$ cat src/hw/rtl/wzh_pkg.sv
// ----------------------------------------------------------------------------
// wzh_pkg: shared types and constants of the weighted z histogram peak finder
// Holds the request and result payload types, controller command and status
// structs, size constants and the bin count clamp.
// ----------------------------------------------------------------------------
`default_nettype none

package wzh_pkg;

  localparam int MAX_BINS    = 4096;
  localparam int BIN_W       = $clog2(MAX_BINS);
  localparam int CNT_W       = BIN_W + 1;
  localparam int LG_HI       = $clog2(MAX_BINS + 1) - 1;
  localparam int LG_W        = 4;
  localparam int Z_SPAN_LOG2 = 16;
  localparam int SUM_W       = 32;

  localparam logic [LG_W-1:0] LOG2_MIN   = 4'd7;
  localparam logic [LG_W-1:0] LOG2_MAX   = 4'd12;
  localparam logic [LG_W-1:0] LOG2_RESET = 4'd12;

  typedef struct packed {
    logic signed [17:0] track_z;
    logic [15:0]        track_pt;
    logic               last_track;
  } in_req_t;

  typedef struct packed {
    logic [11:0]        peak_bin;
    logic signed [15:0] peak_low_edge;
    logic signed [16:0] peak_high_edge;
    logic [31:0]        peak_weight;
    logic               event_empty;
  } out_res_t;

  typedef struct packed {
    logic accept;
    logic acc;
    logic scan_init;
    logic sweep;
    logic load;
  } ctrl_cmd_t;

  typedef struct packed {
    logic last;
    logic sweep_done;
    logic out_free;
  } ctrl_sts_t;

  function automatic logic [LG_W-1:0] eff_lg(input logic [LG_W-1:0] cfg);
    logic [LG_W-1:0] lg;
    lg = cfg;
    if (lg < LOG2_MIN) begin
      lg = LOG2_MIN;
    end
    if (lg > LOG2_MAX) begin
      lg = LOG2_MAX;
    end
    if (lg > LG_W'(LG_HI)) begin
      lg = LG_W'(LG_HI);
    end
    return lg;
  endfunction

endpackage

`default_nettype wire

$ cat src/hw/rtl/wzh_ctrl.sv
// ----------------------------------------------------------------------------
// wzh_ctrl: sequencer of the histogram peak finder
// Steps through clear, request accept, accumulate, scan and result load.
// ----------------------------------------------------------------------------
`default_nettype none

module wzh_ctrl (
  input  wire logic              clk,
  input  wire logic              rst_n,
  input  wire logic              in_valid,
  output logic                   in_stall,
  input  wire wzh_pkg::ctrl_sts_t sts,
  output wzh_pkg::ctrl_cmd_t      cmd
);

  localparam logic [2:0] ST_CLR  = 3'd0;
  localparam logic [2:0] ST_IDLE = 3'd1;
  localparam logic [2:0] ST_ACC  = 3'd2;
  localparam logic [2:0] ST_SCAN = 3'd3;
  localparam logic [2:0] ST_FIN  = 3'd4;

  logic [2:0] state_r;
  logic [2:0] state_nxt;

  always_comb begin
    state_nxt = state_r;
    cmd       = '0;
    in_stall  = 1'b1;
    case (state_r)
      ST_CLR: begin
        cmd.sweep = 1'b1;
        if (sts.sweep_done) begin
          state_nxt = ST_IDLE;
        end
      end
      ST_IDLE: begin
        in_stall   = 1'b0;
        cmd.accept = in_valid;
        if (in_valid) begin
          state_nxt = ST_ACC;
        end
      end
      ST_ACC: begin
        cmd.acc = 1'b1;
        if (sts.last) begin
          cmd.scan_init = 1'b1;
          state_nxt     = ST_SCAN;
        end else begin
          state_nxt = ST_IDLE;
        end
      end
      ST_SCAN: begin
        cmd.sweep = 1'b1;
        if (sts.sweep_done) begin
          state_nxt = ST_FIN;
        end
      end
      ST_FIN: begin
        if (sts.out_free) begin
          cmd.load  = 1'b1;
          state_nxt = ST_IDLE;
        end
      end
      default: begin
        state_nxt = ST_CLR;
      end
    endcase
  end

  always_ff @(posedge clk) begin
    if (!rst_n) begin
      state_r <= ST_CLR;
    end else begin
      state_r <= state_nxt;
    end
  end

endmodule

`default_nettype wire

$ cat config.mk
export PLATFORM = sky130hd
export DESIGN_NAME = wzh_ctrl
export DESIGN_NICKNAME = d
export VERILOG_FILES = /design/src/hw/rtl/wzh_pkg.sv /design/src/hw/rtl/wzh_ctrl.sv
export SDC_FILE = /design/constraint.sdc
export NUM_CORES = 1
export LEC_CHECK = 0
export BUFFER_PORTS_ARGS = -buffer_cell sky130_fd_sc_hd__buf_2
export CAP_MARGIN = 20
export CORE_AREA = 2 2 39 41
export DETAILED_ROUTE_END_ITERATION = 16
export DIE_AREA = 0 0 41 43
export PLACE_DENSITY = 0.35
export SKIP_LAST_GASP = 1
export SYNTH_ARGS = -nofsm -noshare
export SYNTH_HDL_FRONTEND = slang
export SYNTH_SLANG_ARGS = --single-unit
$ cat constraint.sdc
create_clock -name clk -period 2.3 [get_ports clk]
set_input_delay 0.115 -clock clk [delete_from_list [all_inputs] [get_ports clk]]
set_output_delay 0.115 -clock clk [all_outputs]
set_load 0.05 [all_outputs]
; ---- Yosys cells after proc, flatten, opt, wreduce, memory -nomap -nowiden
; Index checks and enable logic that the tools add are counted.
[word_totals]
word_cells = 25
regBits = 3
in_bits = 6
output_inout_bits = 6
[classes]
eq_ne = 8
reduce_logical = 3
mux = 13
[ops]
columns = operator, n
row1 = 3-bit case mux with 5 select lines, 1
row2 = 3-bit 2-to-1 mux, 4
row3 = "2-bit inequality test, second input constant", 4
row4 = "3-bit by 2-bit == test with 1-bit output, second input constant", 2
row5 = 1-bit 2-to-1 mux, 6
row6 = 2-bit 2-to-1 mux, 2
row7 = 4-bit AND reduction, 1
row8 = "3-bit by 1-bit == test with 1-bit output, second input constant", 1
row9 = "3-bit == test, second input constant", 1
row10 = 3-bit logical NOT, 1
row11 = 2-bit OR reduction, 1

; ---- Logic depth before layout (Yosys ltp)
; Gate-level depths: netlist of the first run.
[depth]
depth_word = 3
depth_mapped = 3
ltp_nobuf = 3

; ---- Worst setup path after synthesis of the first run
; No wires, ideal clock.
[synth_path]
kind = flip-flop to output port
startpoint = register state_r[1]
endpoint = output port cmd[2] (netlist name)
arrival_time_ns = 2.198
path_slack_ns = -0.013
path_buffers = 0
path_stages_with_launch = 4
path_cell_list = dfxtp_1 inv_1 nor3_1 and2_1
[synth_lines]
columns = item, line_no
row1 = from (decl), wzh_ctrl.sv:22  ; logic [2:0] state_r;
row2 = from (signal assigned), wzh_ctrl.sv:74  ; state_r <= state_nxt;
row3 = to (decl), wzh_ctrl.sv:13  ; output wzh_pkg::ctrl_cmd_t cmd

==> results.ini, run 1 <==
[hold_path]
hp-class = in -> reg
whs_path_depth = 3
hold_start = rst_n
hold_end = state_r[2]$_SDFFE_PN0P_

[layout]
multi_input_area_um2 = 140
drive_above_1_share_pct = 39.0
fin_nets = 48
regMostFlops = state_r
largest_reg_flops = 3
final-seq-area_um2 = 60.1
n_antenna_cell = 0
top_regs = state_r x3
nFillCells = 162
area_delta_synth_final_pct = 43.7

[power]
power_density_nw_per_um2 = 683
leakage_nw = 0.140
vdd_drop_max_uv = 110

[detailed_routing]
routed_wl_um = 587
dr.pass1.iters = 4
viasPerCell = 4.33
initialDrtViolationCount = 2
vias = 247
drc = 0
wl_per_cell_um = 10.3
ant_nets = 0

[critical_path]
cp-end-kind = primary output
crit_fanout = 8
arrival_ns = 1.38
slowest_stage = dfxtp_1
critPathMaxStageDelay_ns = 0.45
crit_chain = inv_1 > nor3_2 > and2_1 > buf_2
r2r-start = state_r[0]$_SDFFE_PN0P_
cp-startpoint = state_r[1]$_SDFFE_PN0P_
crit_type = reg -> out
r2r_slack_ns = 1.16
required_ns = 2.18
reg2reg_to = state_r[2]$_SDFFE_PN0P_
cp-start-kind = register
reg2reg_depth = 2

[floorplan]
io_pins = 12
die_x_um = 41
core_area_um2 = 1380
core.rowCount = 14
die_y_um = 43
start_util_pct = 15.7
fp.dieArea_um2 = 1760

[sta]
slew_headroom_pct = 77.3
setup_violations = 0
period_share_pct = 65.1
final.setup.worst_slack_ns = 0.803
final_max_slew_viol_count = 0
fin_tns_setup_ns = 0
skew_ns = 0.00466
hold_viol_final = 0
post-route-min-period_ns = 1.50
fmax_mhz = 668
worst_slew_pin_slew_ns = 0.341
rsz0062_at_grt = false

[clock_tree]
path_clk_slew_ns = 0.04
cts-resized-gates = 0
cts-root-buf = clkbuf_4
cts_tree = yes
post-cts-setup-buffer-count = 0
h-tree-depth = 1
cts_sinks = 3
cts_buffers = 3
clkLatencyLatePin_ns = 0.23
cts.path.max_buffers = 2
holdBufCountCts = 0

[synth]
yosysUniqueCellTypes = 17
synth_xor_area_share_pct = 4.02
synth_compound_area_share_pct = 16.7
synth.cell_area_um2 = 218
yosys_warnings = 0
syn_nets = 33
syn_area_per_cell_um2 = 8.06
syn_inst = 27
synth-seq-cells = 3
synth_top_family_by_area = simple AND/OR/NAND/NOR gates
yosysSeqAreaShare_pct = 27.6
synth-simple-area-share_pct = 41.4
synth-adder-area-share_pct = 0
synthMuxAreaShare_pct = 0

[global_routing]
grt_pass1_vias = 239
overflow = 0
grtUsageTotal_pct = 7.72
grt_max_degree = 11
grt_pass1_wl_um = 903
antenna_found_initial = 0

[place]
place_ws_ns = 1.04
place_congestion = 0.754
hpwl_um = 440
port-buffer-count = 11

[flow_run]
drv_cap = 0

[run_status]
status = complete, no violations

-- final cells by class --
cell class / instances / share of cell area (%)
Tap cell: 16 / 6.40
Clock buffer: 4 / 8.40
Sequential cell: 3 / 19.2
Inverter: 3 / 3.60
Timing Repair Buffer: 11 / 17.6
Multi-Input combinational cell: 20 / 44.8
-- where the power goes --
| part | total [mW] | switching (mW) | leakage [nW] | internal [mW] |
|---|---|---|---|---|
| Sequential | 0.0628 | 0.00744 | 0.0245 | 0.0553 |
| Combinational | 0.0569 | 0.0399 | 0.101 | 0.0170 |
| Clock | 0.0940 | 0.0289 | 0.0150 | 0.0651 |
| Total | 0.214 | 0.0762 | 0.140 | 0.137 |
-- cell usage after synthesis --
master / instances / area, um^2
and4bb_2: 1 / 12.5
o32ai_1: 1 / 8.76
dfxtp_1: 3 / 60.1
nor2_1: 2 / 7.51
nor3_1: 1 / 5.00
or4b_1: 1 / 10.0
a21oi_1: 2 / 10.0
buf_6: 1 / 11.3
xor2_1: 1 / 8.76
nand3b_1: 2 / 15.0
nand2b_1: 1 / 6.26
a31oi_1: 2 / 12.5
inv_1: 3 / 11.3
nor2b_1: 3 / 18.8
o21ai_0: 1 / 5.00
nand4b_1: 1 / 8.76
and2_1: 1 / 6.26
-- cell families after synthesis --
group / after synthesis
AO/OA/AOI/OAI: 6
XOR/XNOR: 1
buffers and inverters: 4
flip-flops: 3
AND/OR/NAND/NOR: 13
-- worst max path at each step --
| stage | slack (ns) | depth (start not counted) | end |
|---|---|---|---|
| global route | 0.69 | 4 | cmd[2] |
| global placement | 1.09 | 4 | cmd[2] |
| finish | 0.80 | 4 | cmd[2] |
| detailed placement | 1.04 | 4 | cmd[2] |
| floorplan | 0.45 | 3 | cmd[2] |
| CTS | 0.78 | 4 | cmd[2] |
-- per-layer routing --
metal / routed length (um) / share of wire [%] / global-route usage (%)
met1: 272 / 46 / 9.27
met2: 297 / 51 / 10.3
met3: 17 / 2.9 / 1.57
met4: 0 / 0 / 8.00
met5: 0 / 0 / 0
-- per-stage QoR --
step / utilization [%] / cell area, um^2 / hold slack (ns) / std cells / power, mW
after floorplan: - / 223 / 0.247 / 27 / 0.108
after global placement: 20.7 / 287 / 0.385 / 53 / 0.121
after detailed placement: 20.7 / 287 / 0.393 / 53 / 0.120
after CTS: 22.6 / 313 / 0.135 / 57 / 0.220
after global routing: 22.6 / 313 / 0.143 / 57 / 0.229
final: 22.6 / 313 / 0.148 / 57 / 0.214
-- cell usage in the layout (no fill, tap or decap) --
cell / Yosys / layout
a21oi_1: 2 / 2
xor2_1: 1 / 1
nand2b_1: 1 / 1
or4b_1: 1 / 1
o32ai_1: 1 / 1
clkbuf_4: 0 / 3
o21ai_0: 1 / 1
nand3b_1: 2 / 2
and2_1: 1 / 1
nor2b_1: 3 / 3
a31oi_1: 2 / 2
and4bb_2: 1 / 1
clkbuf_1: 0 / 1
inv_1: 3 / 3
nor3_2: 0 / 1
nor2_1: 2 / 2
buf_2: 0 / 11
nand4b_1: 1 / 1
dfxtp_1: 3 / 3
-- worst max-delay path, delay by kind of cell (launching register included) --
family,cells,cell delay [ns]
flops,1,0.45
buf+inv,2,0.39
simple gates,2,0.31
Power figures use the tool's default switching activity.
==> run 2, diff against run 1 <==
==> constraint.sdc (replaced) <==
create_clock -name clk -period 1.5 [get_ports clk]
set_input_delay 0.075 -clock clk [delete_from_list [all_inputs] [get_ports clk]]
set_output_delay 0.075 -clock clk [all_outputs]
set_load 0.05 [all_outputs]
==> run 2 against run 1 <==
Clock skew rose by 0.0018 ns. Register-to-register slack got worse by 0.81 ns. Clock power rose by 54%. Largest power group unchanged. Final cell count did not move. Highest routed layer unchanged.
==> results.ini, run 2 (synthesized netlist as in run 1, its figures left out) <==
[global_routing]
grt_pass1_wl_um = 917  ; +1.6%
grt_pass1_vias = 242  ; +1.3%
overflow = 0  ; unchanged
grtUsageTotal_pct = 7.93  ; +0.22 points
grt_max_degree = 11  ; unchanged
antenna_found_initial = 0  ; unchanged

[sta]
hold_viol_final = 0  ; unchanged
skew_ns = 0.00648  ; +0.00181 ns
hold_slack_ns = 0.0922  ; -0.0560 ns
slew_headroom_pct = 79.2  ; +1.9 points
post-route-min-period_ns = 1.35
fin_tns_setup_ns = 0  ; unchanged
period_share_pct = 89.9
worst_slew_pin_slew_ns = 0.312  ; -0.0285 ns
fmax_mhz = 741
setup_violations = 0  ; unchanged
rsz0062_at_grt = false
final_max_slew_viol_count = 0  ; unchanged

[floorplan]
fp.dieArea_um2 = 1760  ; unchanged
die_y_um = 43  ; unchanged
start_util_pct = 15.7  ; unchanged
die_x_um = 41  ; unchanged
core.rowCount = 14  ; unchanged
core_area_um2 = 1380  ; unchanged
io_pins = 12  ; unchanged

[critical_path]
cp-start-kind = register
critPathCapture = cmd[2]
crit_chain = inv_2 > nor3_4 > and2_2 > buf_2
reg2reg_to = state_r[2]$_SDFFE_PN0P_
arrival_ns = 1.27  ; -0.11 ns
cp-startpoint = state_r[1]$_SDFFE_PN0P_
cp_num_buf_inv = 2  ; unchanged
cp_num_cells = 4  ; unchanged
r2r-start = state_r[2]$_SDFFE_PN0P_
cp-end-kind = primary output
crit_family = flip-flops
crit_fanout = 8  ; unchanged
r2r_slack_ns = 0.35  ; -0.81 ns
required_ns = 1.42  ; -0.76 ns
crit_type = reg -> out
critPathMaxStageDelay_ns = 0.40  ; -0.05 ns
reg2reg_depth = 2  ; unchanged
slowest_stage = dfxtp_2

[clock_tree]
cts-root-buf = clkbuf_4
cts.path.max_buffers = 2  ; unchanged
cts_sinks = 3  ; unchanged
post-cts-setup-buffer-count = 0  ; unchanged
path_clk_slew_ns = 0.04  ; about the same
holdBufCountCts = 0  ; unchanged
clkLatencyLatePin_ns = 0.24  ; about the same
h-tree-depth = 1  ; unchanged
cts_buffers = 3  ; unchanged
cts_tree = yes
cts-resized-gates = 0  ; unchanged

[detailed_routing]
ant_nets = 0  ; unchanged
dr.pass1.iters = 4  ; unchanged
initialDrtViolationCount = 16  ; +14
viasPerCell = 4.26  ; -1.6%
vias = 243  ; -1.6%
routed_wl_um = 545  ; -7.2%
drc = 0  ; unchanged
wl_per_cell_um = 9.56  ; -7.2%

[layout]
area_delta_synth_final_pct = 51.7
final_common_cell = buf_2
instances_no_fill = 57  ; unchanged
most-common-layout-cells = 11 x buf_2, 3 x nor2b_1, 3 x clkbuf_4
n_antenna_cell = 0  ; unchanged
top_regs = state_r x3
drive_above_1_share_pct = 51.2  ; +12 points
nFillCells = 161  ; -0.62%
regMostFlops = state_r
final-seq-area_um2 = 62.6  ; +4.2%
multi_input_area_um2 = 155  ; +11%
largest_reg_flops = 3  ; unchanged
fin_nets = 48  ; unchanged
final_util_pct = 23.9  ; +1.3 points

[power]
internal-power_mw = 0.214  ; +56%
combPwrFrac_pct = 27.3  ; +0.7 points
leakage_nw = 0.143  ; +1.8%
p_seq_share_pct = 29.4  ; about the same
pwr-share-clk_pct = 43.3  ; -0.7 points
power_density_nw_per_um2 = 1010  ; +48%
switchingPower_mw = 0.120  ; +58%
sw_frac_of_total_pct = 36.0  ; +0.29 points
vdd_drop_max_uv = 223  ; +100%
total_power_mw = 0.335  ; +57%

[place]
port-buffer-count = 11  ; unchanged
hpwl_um = 407  ; -7.6%
dp_cells = 53  ; unchanged
place_congestion = 0.714  ; -5.3%

[hold_path]
hp-class = in -> reg

[flow_run]
drv_cap = 0  ; unchanged

[run_status]
status = complete, no violations

[run 2: cell count changes in the layout (fill, tap and decap cells not counted)]
cell | previous run | this run
and2_1 | 1 | 0
and2_2 | 0 | 1
dfxtp_1 | 3 | 1
dfxtp_2 | 0 | 2
inv_1 | 3 | 2
inv_2 | 0 | 1
nor2_1 | 2 | 1
nor2_4 | 0 | 1
nor3_2 | 1 | 0
nor3_4 | 0 | 1
[run 2: metal layers]
metal  wire, um  track usage [%]
met1        246             9.00
met2        253             11.3
met3         44             1.57
met4          0             8.00
met5          0                0
[run 2: layout make-up]
cell class	count	share of cell area, %
Inverter	3	3.41
Sequential cell	3	18.9
Tap cell	16	6.06
Clock buffer	4	7.95
Timing Repair Buffer	11	16.7
Multi-Input combinational cell	20	47.0
[run 2: worst min-delay path by stage]
| stage | end | cells after the start | start | slack (ns) |
|---|---|---|---|---|
| after floorplan | state_r[2]$_SDFFE_PN0P_ | 2 | rst_n | 0.21 |
| after global placement | state_r[2]$_SDFFE_PN0P_ | 3 | rst_n | 0.35 |
| after detailed placement | state_r[2]$_SDFFE_PN0P_ | 3 | rst_n | 0.34 |
| after CTS | state_r[2]$_SDFFE_PN0P_ | 3 | rst_n | 0.09 |
| after global routing | state_r[2]$_SDFFE_PN0P_ | 3 | rst_n | 0.12 |
| final | state_r[2]$_SDFFE_PN0P_ | 3 | rst_n | 0.09 |
[run 2: worst register-to-register path, stage by stage (launching register included)]
cell and delay [ns]:
dfxtp_1 0.49, or4b_1 0.46, a21oi_1 0.13
[run 2: power by group through the flow]
stage	clock [mW]	combinational (mW)	sequential (mW)
after floorplan	0	0.0824	0.0900
after CTS	0.150	0.0925	0.0975
after global routing	0.158	0.0986	0.100
after detailed placement	0	0.0923	0.0985
after global placement	0	0.0928	0.0986
final	0.145	0.0914	0.0985
[run 2: stage by stage]
step	area (um^2)	setup slack, ns
after global routing	330	0.0790
final	330	0.151
after floorplan	238	0.0405
after detailed placement	302	0.286
after global placement	302	0.302
after CTS	328	0.0345
==> run 3, diff against run 2 <==
--- a/config.mk
+++ b/config.mk
@@ -7,10 +7,12 @@
 export LEC_CHECK = 0
 export BUFFER_PORTS_ARGS = -buffer_cell sky130_fd_sc_hd__buf_2
 export CAP_MARGIN = 20
+export CELL_PAD_IN_SITES_DETAIL_PLACEMENT = 0
+export CELL_PAD_IN_SITES_GLOBAL_PLACEMENT = 1
 export CORE_AREA = 2 2 39 41
 export DETAILED_ROUTE_END_ITERATION = 16
 export DIE_AREA = 0 0 41 43
-export PLACE_DENSITY = 0.35
+export PLACE_DENSITY = 0.46
 export SKIP_LAST_GASP = 1
 export SYNTH_ARGS = -nofsm -noshare
 export SYNTH_HDL_FRONTEND = slang
==> run 3 against run 2 <==
Register-to-register slack got worse by 0.04 ns. Clock-buffer cell count unchanged. Wire length increased by 5.0%. Sequential share of layout area decreased by 0.72 points. Clock skew decreased by 0.0064 ns. Core utilization increased by 0.45 points. Combinational power increased by 3.0%. Total power increased by 0.62%. Via count decreased by 0.41%. Largest power group unchanged. Highest routed layer unchanged. Final cell count increased by 1.8%. Global-route usage about the same. Setup slack got worse by 0.058 ns.
==> results.ini, run 3 (synthesized netlist as in run 1, its figures left out) <==
[detailed_routing]
dr.pass1.iters = 2  ; -2
routed_wl_um = 572  ; +5.0%
drt-met1-wl_um = 272  ; +11%
wl_per_cell_um = 9.86  ; +3.1%
wl_met3_um = 43  ; -2.3%
dr.max_layer_used = met3
dr_wl_met2_um = 255  ; +0.79%
vias = 242  ; -0.41%
drc = 0  ; unchanged
viasPerCell = 4.17  ; -2.1%
initialDrtViolationCount = 1  ; -15
ant_nets = 0  ; unchanged

[critical_path]
crit_type = reg -> out
cp-end-kind = primary output
cp_num_buf_inv = 2  ; unchanged
crit_family = flip-flops
required_ns = 1.42  ; about the same
slowest_stage = dfxtp_1
critPathMaxStageDelay_ns = 0.43  ; +0.03 ns
crit_chain = inv_2 > nor3_4 > and2_2 > buf_2
cp-start-kind = register
crit_fanout = 5  ; -3
arrival_ns = 1.33  ; +0.06 ns

[sta]
rsz0062_at_grt = false
fmax_mhz = 710  ; -4.2%
skew_ns = 0.0000678  ; -0.00641 ns
final.setup.worst_slack_ns = 0.0923  ; -0.0585 ns
final_max_slew_viol_count = 0  ; unchanged
slew_headroom_pct = 77.5  ; -1.6 points
period_share_pct = 93.8  ; +3.9 points
hold_viol_final = 0  ; unchanged
hold_slack_ns = 0.103  ; +0.0109 ns
post-route-min-period_ns = 1.41  ; +0.0585 ns
fin_tns_setup_ns = 0  ; unchanged
setup_violations = 0  ; unchanged
worst_slew_pin_slew_ns = 0.336  ; +0.0243 ns

[layout]
n_antenna_cell = 0  ; unchanged
top_regs = state_r x3
drive_above_1_share_pct = 50.0  ; -1.2 points
regMostFlops = state_r
nFillCells = 172  ; +6.8%
fin_nets = 49  ; +2.1%
area_delta_synth_final_pct = 54.6
final_common_cell = buf_2
most-common-layout-cells = 11 x buf_2, 3 x nor2b_1, 3 x clkbuf_4
largest_reg_flops = 3  ; unchanged

[power]
switchingPower_mw = 0.121  ; +0.57%
pwr-share-clk_pct = 43.1  ; -0.2 points
internal-power_mw = 0.216  ; +0.64%
vdd_drop_max_uv = 355  ; +59%
p_seq_share_pct = 28.9  ; -0.5 points
leakage_nw = 0.148  ; +3.4%
combPwrFrac_pct = 27.9  ; +0.6 points
sw_frac_of_total_pct = 35.9  ; about the same
total_power_mw = 0.337  ; +0.62%
power_density_nw_per_um2 = 1000  ; -1.3%

[floorplan]
io_pins = 12  ; unchanged
start_util_pct = 15.7  ; unchanged
core_area_um2 = 1380  ; unchanged
die_x_um = 41  ; unchanged
core.rowCount = 14  ; unchanged
fp.dieArea_um2 = 1760  ; unchanged
die_y_um = 43  ; unchanged

[clock_tree]
cts_buffers = 3  ; unchanged
holdBufCountCts = 0  ; unchanged
path_clk_slew_ns = 0.04  ; about the same
cts-root-buf = clkbuf_4
cts_tree = yes
cts.path.max_buffers = 2  ; unchanged
cts_sinks = 3  ; unchanged
h-tree-depth = 1  ; unchanged
clkLatencyLatePin_ns = 0.24  ; about the same
post-cts-setup-buffer-count = 0  ; unchanged

[global_routing]
grt_max_degree = 11  ; unchanged
grt_pass1_vias = 236  ; -2.5%
overflow = 0  ; unchanged
antenna_found_initial = 0  ; unchanged
grt_pass1_wl_um = 931  ; +1.5%
grtUsageTotal_pct = 7.92  ; -0.0080 points

[place]
hpwl_um = 439  ; +8.0%
port-buffer-count = 11  ; unchanged
place_ws_ns = 0.306  ; +0.0198 ns
place_congestion = 0.753  ; +5.6%

[hold_path]
hp-class = in -> reg

[run_status]
status = complete, no violations

[flow_run]
drv_cap = 0  ; unchanged

run 3: changes by cell type in the layout (fill, tap and decap cells not counted):
cell	before	now
buf_4	0	1
dfxtp_1	1	2
dfxtp_2	2	1
run 3: layout make-up:
cell class                 count  area (um^2)  share of cell area, %
timing repair buffer          12         62.6                   18.6
inverter                       3         11.3                   3.35
clock buffer                   4         26.3                   7.81
tap                           16         20.0                   5.95
multi-input combinational     20          155                   46.1
sequential                     3         61.3                   18.2
run 3: through the flow:
stage / utilization, % / cells / cell area, um^2
after floorplan: - / 27 / 238
after global placement: 22.3 / 54 / 309
after detailed placement: 22.3 / 54 / 309
after CTS: 24.2 / 58 / 335
after global routing: 24.3 / 58 / 337
final: 24.3 / 58 / 337
run 3: what timing repair did:
action,in CTS,in global routing
resized for setup,0,1
endpoints found under the hold margin,0,0
setup endpoints to repair,0,1
run 3: worst register-to-register path, delay by kind of cell, from the launching register on:
family / cells / cell delay [ns]
flops: 1 / 0.51
compound gates: 1 / 0.14
simple gates: 1 / 0.47
run 3: per-layer routing:
metal / vias up / global-route usage, %
li1: 127 / -
met3: 0 / 4.71
met1: 106 / 10.3
met2: 9 / 10.9
met5: - / 0
met4: 0 / 2.00
run 3: path summary, 6_finish.rpt:
path                                               from                      end  slack (ns)  depth (start not counted)
worst max register to register  state_r[2]$_SDFFE_PN0P_  state_r[2]$_SDFFE_PN0P_        0.31                          2
worst max-delay path            state_r[1]$_SDFFE_PN0P_                   cmd[2]        0.09                          4
worst min-delay path                              rst_n  state_r[2]$_SDFFE_PN0P_        0.10                          3
worst min register to register  state_r[1]$_SDFFE_PN0P_  state_r[1]$_SDFFE_PN0P_        0.58                          2
run 3: power by group through the flow:
| stage | registers, mW | logic (mW) | clock network, mW |
|---|---|---|---|
| after CTS | 0.0969 | 0.0954 | 0.152 |
| after global placement | 0.0978 | 0.0955 | 0 |
| after floorplan | 0.0900 | 0.0824 | 0 |
| after global routing | 0.0989 | 0.102 | 0.158 |
| after detailed placement | 0.0980 | 0.0950 | 0 |
| final | 0.0974 | 0.0941 | 0.145 |
